`config.mk`:
```
export PLATFORM = sky130hd
export DESIGN_NAME = rgb_to_ycbcr_420
export DESIGN_NICKNAME = d
export VERILOG_FILES = /design/src/hdl/rtyc_pkg.sv /design/src/hdl/rtyc_pos.sv /design/src/hdl/rtyc_csc.sv /design/src/hdl/rgb_to_ycbcr_420.sv
export SDC_FILE = /design/constraint.sdc
export NUM_CORES = 1
export LEC_CHECK = 0
export BUFFER_PORTS_ARGS = -buffer_cell sky130_fd_sc_hd__buf_2
export CAP_MARGIN = 10
export CORE_ASPECT_RATIO = 1.1
export CORE_MARGIN = 2
export CORE_UTILIZATION = 65
export DETAILED_ROUTE_END_ITERATION = 7
export PLACE_DENSITY = 0.83
export SLEW_MARGIN = 5
export SYNTH_ARGS = -nofsm -noshare
export SYNTH_HDL_FRONTEND = slang
export SYNTH_SLANG_ARGS = --single-unit
```
`constraint.sdc`:
```
create_clock -name clk -period 14.7 [get_ports clk]
set_input_delay 2.94 -clock clk [delete_from_list [all_inputs] [get_ports clk]]
set_output_delay 2.94 -clock clk [all_outputs]
set_load 0.05 [all_outputs]
```
`src/hdl/rtyc_pkg.sv`:
```
// package for the rgb to ycbcr 4:2:0 converter: payload types, coefficients and helpers
package rtyc_pkg;

  localparam int unsigned LINE_WIDTH_DEFAULT = 4096;
  localparam int unsigned FRAME_WIDTH_BITS   = 13;
  localparam logic [FRAME_WIDTH_BITS-1:0] FRAME_WIDTH_RESET = 13'd640;

  // coefficients as signed fractions of 2^16
  localparam logic signed [16:0] COEF_Y_R  = 17'sd16828;
  localparam logic signed [16:0] COEF_Y_G  = 17'sd270;
  localparam logic signed [16:0] COEF_Y_B  = 17'sd6416;
  localparam logic signed [16:0] COEF_CB_R = -17'sd9713;
  localparam logic signed [16:0] COEF_CB_G = -17'sd19070;
  localparam logic signed [16:0] COEF_CB_B = 17'sd28784;
  localparam logic signed [16:0] COEF_CR_R = 17'sd28784;
  localparam logic signed [16:0] COEF_CR_G = -17'sd24103;
  localparam logic signed [16:0] COEF_CR_B = -17'sd4681;

  localparam logic signed [11:0] LUMA_OFFSET   = 12'sd16;
  localparam logic signed [11:0] CHROMA_OFFSET = 12'sd128;

  typedef struct packed {
    logic [7:0] red;
    logic [7:0] green;
    logic [7:0] blue;
    logic       frame_start;
  } pix_in_t;

  typedef struct packed {
    logic [7:0] luma;
    logic [7:0] chroma_blue;
    logic [7:0] chroma_red;
    logic       chroma_valid;
  } pix_out_t;

  // floor(x * c / 2^16); the upper bits of the signed product are the floored quotient
  function automatic logic signed [9:0] mul_high(input logic [7:0] x,
                                                 input logic signed [16:0] c);
    logic signed [25:0] prod;
    prod = $signed({1'b0, x}) * c;
    return prod[25:16];
  endfunction

  function automatic logic [7:0] clamp_u8(input logic signed [11:0] v);
    logic [7:0] res;
    if (v < 12'sd0) begin
      res = 8'd0;
    end else if (v > 12'sd255) begin
      res = 8'd255;
    end else begin
      res = v[7:0];
    end
    return res;
  endfunction

endpackage

```
`src/hdl/rtyc_pos.sv`:
```
// raster position tracker: column counter, odd row flag and chroma sample select
module rtyc_pos #(
  parameter int unsigned MAX_LINE_WIDTH = rtyc_pkg::LINE_WIDTH_DEFAULT
) (
  input  logic                                 clk,
  input  logic                                 rst,
  input  logic                                 accept,
  input  logic                                 frame_start,
  input  logic [rtyc_pkg::FRAME_WIDTH_BITS-1:0] frame_width,
  output logic                                 chroma_sel
);

  localparam int unsigned CW   = (MAX_LINE_WIDTH > 2) ? $clog2(MAX_LINE_WIDTH) : 1;
  localparam int unsigned CMPW = (CW + 1 > rtyc_pkg::FRAME_WIDTH_BITS) ?
                                 CW + 1 : rtyc_pkg::FRAME_WIDTH_BITS;

  logic [CW-1:0]   col;
  logic            odd_row;
  logic [CW-1:0]   col_cur;
  logic            odd_cur;
  logic [CMPW-1:0] width_ext;
  logic [CMPW-1:0] width_eff;
  logic            wrap;
  logic [CW-1:0]   col_next;
  logic            odd_row_next;

  always_comb begin
    width_ext = CMPW'(frame_width);
    if (width_ext < CMPW'(2)) begin
      width_eff = CMPW'(2);
    end else if (width_ext > CMPW'(MAX_LINE_WIDTH)) begin
      width_eff = CMPW'(MAX_LINE_WIDTH);
    end else begin
      width_eff = width_ext;
    end

    // a frame start forces column 0 of an even row
    col_cur = frame_start ? '0 : col;
    odd_cur = frame_start ? 1'b0 : odd_row;

    chroma_sel = !odd_cur && !col_cur[0];

    wrap = (CMPW'(col_cur) + CMPW'(1)) >= width_eff;
    if (wrap) begin
      col_next     = '0;
      odd_row_next = !odd_cur;
    end else begin
      col_next     = col_cur + CW'(1);
      odd_row_next = odd_cur;
    end
  end

  always_ff @(posedge clk) begin
    if (rst) begin
      col     <= '0;
      odd_row <= 1'b0;
    end else if (accept) begin
      col     <= col_next;
      odd_row <= odd_row_next;
    end
  end

  a_start_even: assert property (@(posedge clk) disable iff (rst)
    frame_start |-> chroma_sel)
    else $error("frame start pixel not selected for chroma");

  a_wrap_zero: assert property (@(posedge clk) disable iff (rst)
    accept && wrap |=> col == '0)
    else $error("column did not return to zero after line wrap");

  a_odd_no_chroma: assert property (@(posedge clk) disable iff (rst)
    accept && wrap && !odd_cur |=> !chroma_sel || frame_start)
    else $error("chroma selected on an odd row");

endmodule

```
`src/hdl/rtyc_csc.sv`:
```
// color conversion datapath: input register, bt.601 matrix with clamps, result register
module rtyc_csc (
  input  logic               clk,
  input  logic               rst,
  input  logic               in_valid,
  output logic               in_stall,
  input  rtyc_pkg::pix_in_t  in_data,
  input  logic               in_chroma,
  output logic               out_valid,
  input  logic               out_stall,
  output rtyc_pkg::pix_out_t out_data
);

  logic              s1_valid;
  rtyc_pkg::pix_in_t s1_pix;
  logic              s1_chroma;
  logic              out_hold;
  logic              s1_hold;
  logic signed [11:0] y_sum;
  logic signed [11:0] cb_sum;
  logic signed [11:0] cr_sum;
  rtyc_pkg::pix_out_t res_next;

  assign out_hold = out_valid && out_stall;
  assign s1_hold  = s1_valid && out_hold;
  assign in_stall = s1_hold;

  always_comb begin
    y_sum  = 12'(rtyc_pkg::mul_high(s1_pix.red,   rtyc_pkg::COEF_Y_R))
           + 12'(rtyc_pkg::mul_high(s1_pix.green, rtyc_pkg::COEF_Y_G))
           + $signed({5'd0, s1_pix.green[7:1]})
           + 12'(rtyc_pkg::mul_high(s1_pix.blue,  rtyc_pkg::COEF_Y_B))
           + rtyc_pkg::LUMA_OFFSET;
    cb_sum = 12'(rtyc_pkg::mul_high(s1_pix.red,   rtyc_pkg::COEF_CB_R))
           + 12'(rtyc_pkg::mul_high(s1_pix.green, rtyc_pkg::COEF_CB_G))
           + 12'(rtyc_pkg::mul_high(s1_pix.blue,  rtyc_pkg::COEF_CB_B))
           + rtyc_pkg::CHROMA_OFFSET;
    cr_sum = 12'(rtyc_pkg::mul_high(s1_pix.red,   rtyc_pkg::COEF_CR_R))
           + 12'(rtyc_pkg::mul_high(s1_pix.green, rtyc_pkg::COEF_CR_G))
           + 12'(rtyc_pkg::mul_high(s1_pix.blue,  rtyc_pkg::COEF_CR_B))
           + rtyc_pkg::CHROMA_OFFSET;

    res_next.luma         = rtyc_pkg::clamp_u8(y_sum);
    // chroma reads as zero on pixels that carry none
    res_next.chroma_blue  = s1_chroma ? rtyc_pkg::clamp_u8(cb_sum) : 8'd0;
    res_next.chroma_red   = s1_chroma ? rtyc_pkg::clamp_u8(cr_sum) : 8'd0;
    res_next.chroma_valid = s1_chroma;
  end

  always_ff @(posedge clk) begin
    if (rst) begin
      s1_valid  <= 1'b0;
      out_valid <= 1'b0;
    end else begin
      if (!s1_hold) begin
        s1_valid <= in_valid;
      end
      if (!out_hold) begin
        out_valid <= s1_valid;
      end
    end
  end

  always_ff @(posedge clk) begin
    if (!s1_hold && in_valid) begin
      s1_pix    <= in_data;
      s1_chroma <= in_chroma;
    end
    if (!out_hold && s1_valid) begin
      out_data <= res_next;
    end
  end

  a_stall_full: assert property (@(posedge clk) disable iff (rst)
    in_stall |-> s1_valid && out_valid)
    else $error("input stalled with a free register stage");

  a_advance: assert property (@(posedge clk) disable iff (rst)
    s1_valid && !out_hold |=> out_valid)
    else $error("transaction lost between stages");

  a_chroma_zero: assert property (@(posedge clk) disable iff (rst)
    out_valid && !out_data.chroma_valid |->
      out_data.chroma_blue == 8'd0 && out_data.chroma_red == 8'd0)
    else $error("chroma not zero on a pixel without chroma");

endmodule

```
`src/hdl/rgb_to_ycbcr_420.sv`:
```
// top level of the rgb to ycbcr 4:2:0 converter
//
//  channel   direction  handshake              payload
//  pixel     in         pixel_valid/stall      rtyc_pkg::pix_in_t (red, green, blue, frame_start)
//  result    out        result_valid/stall     rtyc_pkg::pix_out_t (luma, cb, cr, chroma_valid)
//  cfg       in         cfg_valid/cfg_ready    frame_width, 13 bits
//
// one pixel per cycle sustained while the result is not stalled; each pixel passes from acceptance
// through the input register, then the result register after the color matrix
// rst clears the position to column 0 of an even row, both stages to empty, width to 640
// a stalled result holds; the input register still takes one more pixel behind it
// cfg_ready is always high
module rgb_to_ycbcr_420 #(
  parameter int unsigned MAX_LINE_WIDTH = rtyc_pkg::LINE_WIDTH_DEFAULT
) (
  input  logic                                 clk,
  input  logic                                 rst,
  input  logic                                 pixel_valid,
  output logic                                 pixel_stall,
  input  rtyc_pkg::pix_in_t                    pixel,
  output logic                                 result_valid,
  input  logic                                 result_stall,
  output rtyc_pkg::pix_out_t                   result,
  input  logic                                 cfg_valid,
  output logic                                 cfg_ready,
  input  logic [rtyc_pkg::FRAME_WIDTH_BITS-1:0] cfg_data
);

  logic [rtyc_pkg::FRAME_WIDTH_BITS-1:0] frame_width;
  logic                                  pixel_accept;
  logic                                  chroma_sel;

  assign cfg_ready    = 1'b1;
  assign pixel_accept = pixel_valid && !pixel_stall;

  always_ff @(posedge clk) begin
    if (rst) begin
      frame_width <= rtyc_pkg::FRAME_WIDTH_RESET;
    end else if (cfg_valid && cfg_ready) begin
      frame_width <= cfg_data;
    end
  end

  rtyc_pos #(
    .MAX_LINE_WIDTH(MAX_LINE_WIDTH)
  ) u_pos (
    .clk         (clk),
    .rst         (rst),
    .accept      (pixel_accept),
    .frame_start (pixel.frame_start),
    .frame_width (frame_width),
    .chroma_sel  (chroma_sel)
  );

  rtyc_csc u_csc (
    .clk       (clk),
    .rst       (rst),
    .in_valid  (pixel_valid),
    .in_stall  (pixel_stall),
    .in_data   (pixel),
    .in_chroma (chroma_sel),
    .out_valid (result_valid),
    .out_stall (result_stall),
    .out_data  (result)
  );

endmodule

```
* Yosys cells after proc, flatten, opt, wreduce, memory -nomap -nowiden
Cells that the tools add are included.
** Storage, ports and cells
- Output and inout bits :: 28
- Input bits :: 43
- Bits in registers :: 78
- Logic and storage cells :: 64
** Operators by class
- Order comparisons :: 9
- Bitwise operators :: 1
- Reduce and logical (&&, ||, !) cells :: 11
- Multiply operators :: 9
- Multiplexer cells :: 9
- $add $sub $neg :: 12
** Operators by type and width (number)
- multiplier 9 x 15 -> 24 bit (second input constant) :: 2
- multiplier 8 x 11 -> 19 bit (second input constant) :: 2
- greater-than comparator 12 x 9 -> 1 bit (second input constant) :: 3
- less-than comparator 12 x 1 -> 1 bit (second input constant) :: 3
- 2-to-1 mux 13 bit :: 2
- multiplier 9 x 16 -> 25 bit (second input constant) :: 1
- adder 12 x 10 -> 12 bit :: 2
- adder 12 x 9 -> 12 bit (second input constant) :: 2
- 2-to-1 mux 12 bit :: 2
- 2-to-1 mux 8 bit :: 3
- multiplier 9 x 14 -> 23 bit (second input constant) :: 1
- multiplier 8 x 13 -> 21 bit (second input constant) :: 1
- adder 8 x 9 -> 10 bit :: 2
- multiplier 8 x 9 -> 17 bit (second input constant) :: 1
- multiplier 8 x 8 -> 16 bit (second input constant) :: 1
- adder 12 x 1 -> 13 bit (second input constant) :: 1
- >= comparator 13 bit :: 1
- greater-than comparator 13 bit (second input constant) :: 1
- less-than comparator 13 x 2 -> 1 bit (second input constant) :: 1
- adder 12 x 1 -> 12 bit (second input constant) :: 1
- adder 12 x 6 -> 12 bit (second input constant) :: 1
- adder 12 x 8 -> 12 bit :: 1
- adder 10 x 10 -> 11 bit :: 1
- adder 10 x 7 -> 11 bit :: 1
- other kinds (5) :: 14

* Longest topological paths before layout
Gate-level depths: netlist (run 1).
- Word-level depth :: 7
- Depth in mapped cells :: 33
- Gate-level depth less buffers :: 32

* Cells and area by module
From an unflattened synthesis (run 1), not the netlist that was laid out.
** Second synthesis, totals
- Cell total of the unflattened synthesis :: 1734
- Area, all modules :: 16754.8 sq um
** Modules (own cells, without submodules)
- rtyc_csc :: instances 1, area an instance 15010.6 sq um, seq. area each 1541.5 sq um, cells an instance 1525
- rtyc_pos :: instances 1, area an instance 1248.7 sq um, seq. area each 260.2 sq um, cells an instance 164
- rgb_to_ycbcr_420 :: instances 1, area an instance 495.5 sq um, seq. area each 260.2 sq um, cells an instance 45

* Least setup slack after synthesis (run 1)
OpenSTA, ideal clock, no wires.
- Path kind :: reg-to-reg
- Start point :: register u_csc.s1_pix[3] in the netlist's numbering
- End point :: register u_csc.out_data[2] in the netlist's numbering (data pin)
- Arrival time :: 7.447 ns
- Path buffers :: 2
- Library setup time :: 0.203 ns
- Stages on the path, launching flop included :: 30
- Slack :: 7.050 ns
- Clock period less this slack :: 7.650 ns
- Cells stage by stage :: edfxtp_1 fa_1 inv_1 fa_1 inv_1 fa_1 inv_1 fa_1 inv_1 ha_1 nand4_1 o22ai_1 a211oi_1 o21ai_0 a211o_1 a21oi_1 xor2_1 fa_1 ha_1 o21ai_0 a21oi_2 nor2_1 xnor2_1 inv_1 ha_1 clkbuf_1 nand2b_1 buf_2 nor3_1 a2111oi_1
** On the way
- Cells in the longest elaborated chain, start to end :: 5
** Ends and longest elaborated chain
- start: declaration :: line rtyc_csc.sv:15 : rtyc_pkg::pix_in_t s1_pix;
- start signal: assignment :: line rtyc_csc.sv:66 : s1_pix <= in_data;
- multiplier 9 x 14 -> 23 bit * :: line rtyc_pkg.sv:40 : prod = $signed({1'b0, x}) * c;
- adder 10 x 7 -> 11 bit * :: line rtyc_csc.sv:40 : + 12'(rtyc_pkg::mul_high(s1_pix.blue, rtyc_pkg::COEF_CR_B))
- adder 12 x 9 -> 12 bit * :: line rtyc_csc.sv:41 : + rtyc_pkg::CHROMA_OFFSET;
- greater-than comparator 12 x 9 -> 1 bit / less-than comparator 12 x 1 -> 1 bit (equally long branches) :: line rtyc_pkg.sv:48, rtyc_pkg.sv:46
- 2-to-1 mux 8 bit / OR reduction 2 bit (equally long branches)
- end signal: assignment :: line rtyc_csc.sv:70 : out_data <= res_next;
- end: declaration :: line rtyc_csc.sv:11 : output rtyc_pkg::pix_out_t out_data
Every way passes the cells marked *; elsewhere a longest branch is shown, timed or not.
A chain may end at the register's enable or synchronous reset.

* Worst setup path in the final report (run 1)
Same ends and word-level chain as after synthesis.

==> key figures, run 1 <==
Critical path
  • Reg2Reg Capture Point: u_csc.out_data[2]
  • CP Launch Type: register
  • Slack of the worst reg-to-reg path: 6140 ps
  • R2R cell count: 27
  • Worst reg2reg path startpoint: u_csc.s1_pix[3]
  • Crit. End Element: register
  • Worst Path Required: 14,820 ps
  • Arrival time of data at the critical path endpoint: 8680 ps
  • Maximum net fanout on the critical path: 12
  • Crit Path Class: reg2reg

Route
  • Iteration count of the initial detailed-routing pass: 6
  • Met2 routed wirelength: 19,460 µm
  • Routed wire length on met3: 1414 µm
  • Post-route ant nets: 0
  • DR vias: 12,680
  • Routed wirelength normalized by instance count: 16.95 µm
  • # DRC: 0
  • Top Layer Used: met4
  • Aggregate routed wire length: 37,550 µm
  • First-iteration detailed-routing DRC count: 576
  • M1 WL: 15,360 µm
  • Per-cell via count in the routed design: 5.720

Cells and area
  • Fill count: 1,999
  • Layout cells sized above 1: 5.848%
  • Storage cell area: 0.002062 mm²
  • Final Instance Count excl. Fillers: 2,216
  • Net count of the finished layout: 2,495
  • Multi-input combinational cell area: 0.01340 mm²
  • Layout Cell Area excl Fill: 0.01807 mm²
  • Area delta synth->final: 6.028%
  • Antenna diode count: 0

STA
  • # setup viols final: 0
  • Worst Hold Slack: 495.1 ps
  • Endpoints failing hold: 0
  • Worst clock skew: 13.27 ps
  • Max-slew violation count: 0
  • Final min period: 8559 ps
  • Unrepaired setup endpoints after global routing: no
  • Worst slew margin relative to its limit: 27.04%
  • Maximum clock frequency: 116.8 MHz
  • Post-route clock period utilization: 58.22%
  • TNS Setup: 0 ps
  • Least-Margin Pin Slew: 1092 ps

Clock tree
  • Sink Count: 78
  • Clock insertion delay at the later pin of the skew report: 370 ps
  • Total CTS buffers: 9
  • Post-CTS Setup Bufs: 0
  • Cts hold-fix bufs: 0
  • H-Tree Level Count: 3
  • Cell at the root of the clock tree: sky130_fd_sc_hd__clkbuf_16
  • PostCTS Resize Cnt: 0
  • Clk slew on worst S/H paths: 70 ps
  • TritonCTS clock tree: built
  • Number of buffers on the longest clock path: 2

Place
  • Post-detail-place hpwl: 31,400 µm
  • # placed instances: 2,200
  • Count of buffers from port buffering: 69
  • DP Area: 0.01777 mm²
  • Final GP Congestion: 0.9349

Synthesis
  • Number of enable flip-flop cells after synthesis: 50
  • Adder-cell area share of the yosys netlist: 52.40%
  • Warnings, synthesis: 0
  • Largest family of logic cells by synthesized area: adder cells
  • Number of storage elements in the synthesis netlist: 78
  • Post-synthesis mux area share: 0.9399%
  • Parity-gate share of the synthesized area counting xor and xnor cells: 5.191%
  • Mean area per synthesized cell: 9.493 µm²
  • Post-Synthesis Net Count: 2,431
  • Sequential area share after synthesis: 12.10%
  • Unique cell type count in the Yosys netlist: 70
  • Async set-or-reset flop fraction in the synthesized netlist: 0%
  • Dominant synthesized flop cell: sky130_fd_sc_hd__edfxtp_1
  • Compound-Gate Fraction of Synth Area: 10.68%
  • Simple-Gate Fraction of Synth Area: 9.318%
  • Synthesized netlist cell count: 1,795
  • Post-synthesis instance area: 0.01704 mm²

GRT
  • Global-route total usage across every layer: 29.32%
  • Vias in the first global route: 13,620
  • Wire length of the first global-routing pass: 63,910 µm
  • GR Overflow Total: 0
  • Initial antenna violation count: 0
  • Largest net degree at the start of global routing: 26

Die
  • Initial Util: 65.77%
  • Die footprint: 0.02753 mm²
  • Horiz. Die Dim: 158.4 µm
  • Die Ht: 173.8 µm
  • Floorplan core area: 0.02591 mm²
  • Row count: 62
  • IO Pins: 71

Min path
  • Launch instance of the worst min-delay path: u_pos.col[0]
  • Hold WC Path Type: reg2reg
  • Endpoint, Worst Hold: u_pos.col[0]
  • Number of cells traversed by the worst hold path: 2

Run status
  • Result of the run: complete, no violations

Run
  • Number of violations of the max-capacitance limit: 0
[logic make-up (layout without fill, tap and decap cells)]
logic type | after synthesis | after routing
AOI/OAI and AO/OA | 267 | 267
xor gates and xnor gates | 101 | 101
adders and majority gates | 593 | 593
buffers and inverters | 420 | 489
DFF | 78 | 78
muxes | 16 | 16
other | 2 | 2
and+or+nand+nor | 318 | 318
[layer usage]
layer  global-route usage [%]  vias to the layer above
li1                         -                     6126
met1                    34.96                     6176
met2                    53.15                      281
met3                    3.900                       93
met4                    11.19                        0
met5                        0                        -
[synth_stat cells, drive strengths merged (6+ instances only)]
master,count,area (µm²)
nand2b,19,118.9
nor2,96,360.4
o21a,21,157.7
xor2,33,289.0
inv,403,1513
dfxtp,28,560.5
nand2,54,202.7
buf,6,35.03
ha,392,4905
a21oi,69,349.1
edfxtp,50,1501
nand4,15,93.84
nor4,19,118.9
and3,8,50.05
nor3,30,150.1
xnor2,68,595.6
a2111oi,7,67.57
mux2i,16,160.2
or2,12,75.08
o31ai,9,67.56
a21o,34,255.2
fa,201,4024
nor2b,16,107.6
nand3,25,125.1
a211oi,8,65.06
o21ai,46,234.0
o21bai,9,67.56
a22o,11,96.34
clkbuf,11,41.29
[stage by stage]
step	worst slack (ps)	util (%)
after floorplan	7050	-
after detailed placement	6246	68.58
after global routing	5438	69.73
final	6141	69.73
after CTS	6208	69.73
after global placement	6602	68.58
[flip-flops by register name (all words and copies together) (netlist names)]
signal           flops
frame_width         13
u_csc.out_data      25
u_csc.out_valid      1
u_csc.s1_chroma      1
u_csc.s1_pix        24
u_csc.s1_valid       1
u_pos.col           12
u_pos.odd_row        1
[worst max-delay path: stages, from the launching register on]
cell	delay, ps
sky130_fd_sc_hd__edfxtp_1	580
sky130_fd_sc_hd__fa_1	730
sky130_fd_sc_hd__inv_1	170
sky130_fd_sc_hd__fa_1	500
sky130_fd_sc_hd__inv_1	50
sky130_fd_sc_hd__fa_1	480
sky130_fd_sc_hd__inv_1	60
sky130_fd_sc_hd__fa_1	530
sky130_fd_sc_hd__inv_1	40
sky130_fd_sc_hd__ha_1	290
sky130_fd_sc_hd__nand4_1	110
sky130_fd_sc_hd__o22ai_1	70
sky130_fd_sc_hd__a211oi_1	470
sky130_fd_sc_hd__o21ai_0	300
sky130_fd_sc_hd__a211o_1	350
sky130_fd_sc_hd__a21oi_1	250
sky130_fd_sc_hd__xor2_1	350
sky130_fd_sc_hd__fa_1	460
sky130_fd_sc_hd__ha_1	350
sky130_fd_sc_hd__o21ai_0	120
sky130_fd_sc_hd__a21oi_2	150
sky130_fd_sc_hd__nor2_1	90
sky130_fd_sc_hd__xnor2_1	280
sky130_fd_sc_hd__inv_1	80
sky130_fd_sc_hd__ha_1	450
sky130_fd_sc_hd__nand2b_1	430
sky130_fd_sc_hd__nor3_1	100
sky130_fd_sc_hd__a2111oi_1	480
[how the worst max path moves through the flow]
stage / start / endpoint / slack [ps]
finish: u_csc.s1_pix[3] / u_csc.out_data[2] / 6140
global route: u_csc.s1_pix[3] / u_csc.out_data[2] / 5440
CTS: u_csc.s1_pix[3] / u_csc.out_data[2] / 6210
detailed placement: u_csc.s1_pix[3] / u_csc.out_data[2] / 6250
global placement: u_csc.s1_pix[3] / u_csc.out_data[4] / 6600
floorplan: u_csc.s1_pix[3] / u_csc.out_data[2] / 7050
[placed cells by master (no fill, tap or decap), drive strengths merged, types with 19 or more instances in the layout]
master | synthesis | routed
a21o | 34 | 34
a21oi | 69 | 69
buf | 6 | 70
dfxtp | 28 | 28
edfxtp | 50 | 50
fa | 201 | 201
ha | 392 | 392
inv | 403 | 408
nand2 | 54 | 54
nand2b | 19 | 19
nand3 | 25 | 25
nor2 | 96 | 96
nor3 | 30 | 30
nor4 | 19 | 19
o21a | 21 | 21
o21ai | 46 | 46
xnor2 | 68 | 68
xor2 | 33 | 33
[final cells by class]
| class | count | area share, % |
|---|---|---|
| Inverter | 403 | 8.373 |
| Clock buffer | 10 | 1.385 |
| Clock inverter | 6 | 0.2701 |
| Multi-Input combinational cell | 1297 | 74.17 |
| Tap cell | 352 | 2.438 |
| Sequential cell | 78 | 11.41 |
| Timing Repair Buffer | 70 | 1.953 |
Power of run 1 is left out: the tool's default activity adds up to more than one toggle a clock period on the data nets, which glitch-free logic cannot reach.
==> inputs of run 2 (changes only) <==
Clock period 14.7 ns to 7.9 ns, I/O delays scaled along.
==> run 2 against run 1 <==
- core utilization rose by 1.7 points
- register-to-register slack got worse by 5800 ps
- maximum frequency rose by 14%
- worst setup slack got worse by 5800 ps
- flip-flop and latch count did not move
- clock skew barely moved
- wire length rose by 2.4%
- sequential share of layout area fell by 0.27 points
- die area did not move
- worst hold slack improved by 8.7 ps
- global-route usage rose by 0.30 points
- cell count rose by 1.9%
- largest cell class unchanged
==> key figures, run 2 (synthesis results as in run 1) <==
Die
  • Floorplan core area: 0.02591 mm² (unchanged)
  • Die footprint: 0.02753 mm² (unchanged)
  • IO Pins: 71 (unchanged)
  • Die Ht: 173.8 µm (unchanged)
  • Initial Util: 65.77% (unchanged)
  • Horiz. Die Dim: 158.4 µm (unchanged)
  • Row count: 62 (unchanged)

GRT
  • Wire length of the first global-routing pass: 64,540 µm (+0.97%)
  • Vias in the first global route: 13,710 (+0.67%)
  • Largest net degree at the start of global routing: 26 (unchanged)
  • Initial antenna violation count: 0 (unchanged)
  • GR Overflow Total: 0 (unchanged)
  • Global-route total usage across every layer: 29.63% (+0.30 points)

STA
  • Worst slew margin relative to its limit: 28.07% (+1.0 points)
  • Post-route clock period utilization: 95.38% (+37 points)
  • Worst clock skew: 13.24 ps (-0.03010 ps)
  • Max-slew violation count: 0 (unchanged)
  • Endpoints failing hold: 0 (unchanged)
  • # setup viols final: 0 (unchanged)
  • Final min period: 7535 ps (-1024 ps)
  • Maximum clock frequency: 132.7 MHz (+14%)
  • Setup slack of the critical path after layout: 365.0 ps (-5776 ps)
  • Least-Margin Pin Slew: 1076 ps (-15.29 ps)

Route
  • # DRC: 0 (unchanged)
  • Iteration count of the initial detailed-routing pass: 5 (-1)
  • Routed wirelength normalized by instance count: 17.03 µm (+0.52%)
  • DR vias: 12,990 (+2.5%)
  • First-iteration detailed-routing DRC count: 546 (-5.2%)
  • Post-route ant nets: 0 (unchanged)
  • Per-cell via count in the routed design: 5.757 (+0.64%)
  • Aggregate routed wire length: 38,450 µm (+2.4%)

Run
  • Number of violations of the max-capacitance limit: 0 (unchanged)

Clock tree
  • Number of buffers on the longest clock path: 2 (unchanged)
  • Total CTS buffers: 9 (unchanged)
  • Clock insertion delay at the later pin of the skew report: 370 ps (about the same)
  • Sink Count: 78 (unchanged)
  • TritonCTS clock tree: built
  • Cts hold-fix bufs: 0 (unchanged)
  • H-Tree Level Count: 3 (unchanged)
  • Clk slew on worst S/H paths: 80 ps (about the same)
  • Cell at the root of the clock tree: sky130_fd_sc_hd__clkbuf_16

Place
  • Final GP Congestion: 0.9175 (-1.9%)
  • Post-detail-place hpwl: 32,310 µm (+2.9%)
  • # placed instances: 2,232 (+1.5%)
  • Count of buffers from port buffering: 69 (unchanged)
  • Worst slack after detailed placement: -25.85 ps (-6272 ps)

Cells and area
  • Final Util: 71.42% (+1.7 points)
  • Largest register FFs: 25 (unchanged)
  • Antenna diode count: 0 (unchanged)
  • Register ranked first by flip-flop count: u_csc.out_data
  • Layout cells sized above 1: 8.924% (+3.1 points)
  • Commonest cells after routing, fill and taps aside: sky130_fd_sc_hd__inv_1, sky130_fd_sc_hd__ha_1, sky130_fd_sc_hd__fa_1
  • Final Instance Count excl. Fillers: 2,257 (+1.9%)
  • Largest registers: u_csc.out_data: 25 flops, u_csc.s1_pix: 24 flops, frame_width: 13 flops
  • Area delta synth->final: 8.598%
  • Most frequent standard cell in the layout excluding fill and tap cells: sky130_fd_sc_hd__inv_1
  • Net count of the finished layout: 2,536 (+1.6%)

Critical path
  • Worst Path Required: 7990 ps (-6830 ps)
  • Slack of the worst reg-to-reg path: 370 ps (-5780 ps)
  • Maximum net fanout on the critical path: 16 (+4)
  • CP Launch Type: register
  • Crit Path Class: reg2reg
  • Arrival time of data at the critical path endpoint: 7630 ps (-1050 ps)
  • Crit. End Element: register

Run status
  • Result of the run: complete, no violations

Min path
  • Hold WC Path Type: reg2reg
==> run 2: cell count changes in the layout (fill, tap and decap cells not counted), moves of 2 or more <==
| cell | previous run | this run |
|---|---|---|
| sky130_fd_sc_hd__buf_4 | 1 | 41 |
| sky130_fd_sc_hd__nor4_1 | 19 | 17 |
| sky130_fd_sc_hd__xnor2_1 | 68 | 66 |
| sky130_fd_sc_hd__fa_2 | 0 | 2 |
| sky130_fd_sc_hd__nor4_2 | 0 | 2 |
| sky130_fd_sc_hd__a21oi_2 | 1 | 3 |
| sky130_fd_sc_hd__a21oi_1 | 68 | 65 |
| sky130_fd_sc_hd__ha_1 | 392 | 390 |
| sky130_fd_sc_hd__xnor2_2 | 0 | 2 |
| sky130_fd_sc_hd__fa_1 | 201 | 199 |
| sky130_fd_sc_hd__inv_1 | 403 | 401 |
==> run 2: worst paths after layout <==
kind	cells after the start	endpoint	start
worst max-delay path	24	u_csc.out_data[2]	u_csc.s1_pix[1]
worst min-delay path	2	u_pos.col[0]	u_pos.col[0]
worst max register to register	24	u_csc.out_data[2]	u_csc.s1_pix[1]
worst min register to register	2	u_pos.col[0]	u_pos.col[0]
==> run 2: layout make-up <==
cell class                      instances  area [µm²]
Fill cell                            1898        7405
Inverter                              403        1516
Sequential cell                        78        2062
Tap cell                              352       440.4
Clock inverter                          6       48.80
Clock buffer                           10       250.2
Multi-Input combinational cell       1297       13520
Timing Repair Buffer                  111       664.4
==> run 2: what timing repair did <==
action | CTS | global route
gates resized for setup | 1 | 26
setup endpoints to repair | 5 | 24
buffers inserted | 0 | 9
==> run 2: worst max-delay path: stages, from the launching register on <==
cell                        delay, ps
sky130_fd_sc_hd__edfxtp_1         470
sky130_fd_sc_hd__ha_1             380
sky130_fd_sc_hd__fa_1             550
sky130_fd_sc_hd__inv_1             80
sky130_fd_sc_hd__fa_1             600
sky130_fd_sc_hd__inv_1            100
sky130_fd_sc_hd__fa_1             490
sky130_fd_sc_hd__ha_1             320
sky130_fd_sc_hd__a21o_1           180
sky130_fd_sc_hd__a21oi_1          140
sky130_fd_sc_hd__o22ai_1          110
sky130_fd_sc_hd__a211oi_2         270
sky130_fd_sc_hd__o21ai_0          220
sky130_fd_sc_hd__a211o_1          340
sky130_fd_sc_hd__a21oi_2          230
sky130_fd_sc_hd__xor2_2           240
sky130_fd_sc_hd__fa_1             440
sky130_fd_sc_hd__ha_1             350
sky130_fd_sc_hd__o21ai_0          110
sky130_fd_sc_hd__a21oi_2           70
sky130_fd_sc_hd__or2_1            250
sky130_fd_sc_hd__or4_1            480
sky130_fd_sc_hd__a32o_2           400
sky130_fd_sc_hd__nor4_1           360
sky130_fd_sc_hd__a2111oi_1        100
==> run 2: through the flow <==
step | TNS, ps | hold WS (ps) | instance area, µm²
final | 0 | 503.8 | 18510
after global routing | -14.73 | 550.0 | 18510
after global placement | 0 | 479.7 | 18010
after floorplan | 0 | 449.8 | 17040
after detailed placement | -48.91 | 488.1 | 18010
after CTS | 0 | 505.9 | 18310
==> run 2: per-layer routing <==
layer  track usage [%]  share of wire [%]  up-vias
li1                  -                  -     6220
met1             35.50                 40     6354
met2             53.37                 52      327
met3             4.175                4.3       92
met4             11.26                3.7        0
met5                 0                  0        -
Power of run 2 is left out for the same reason.
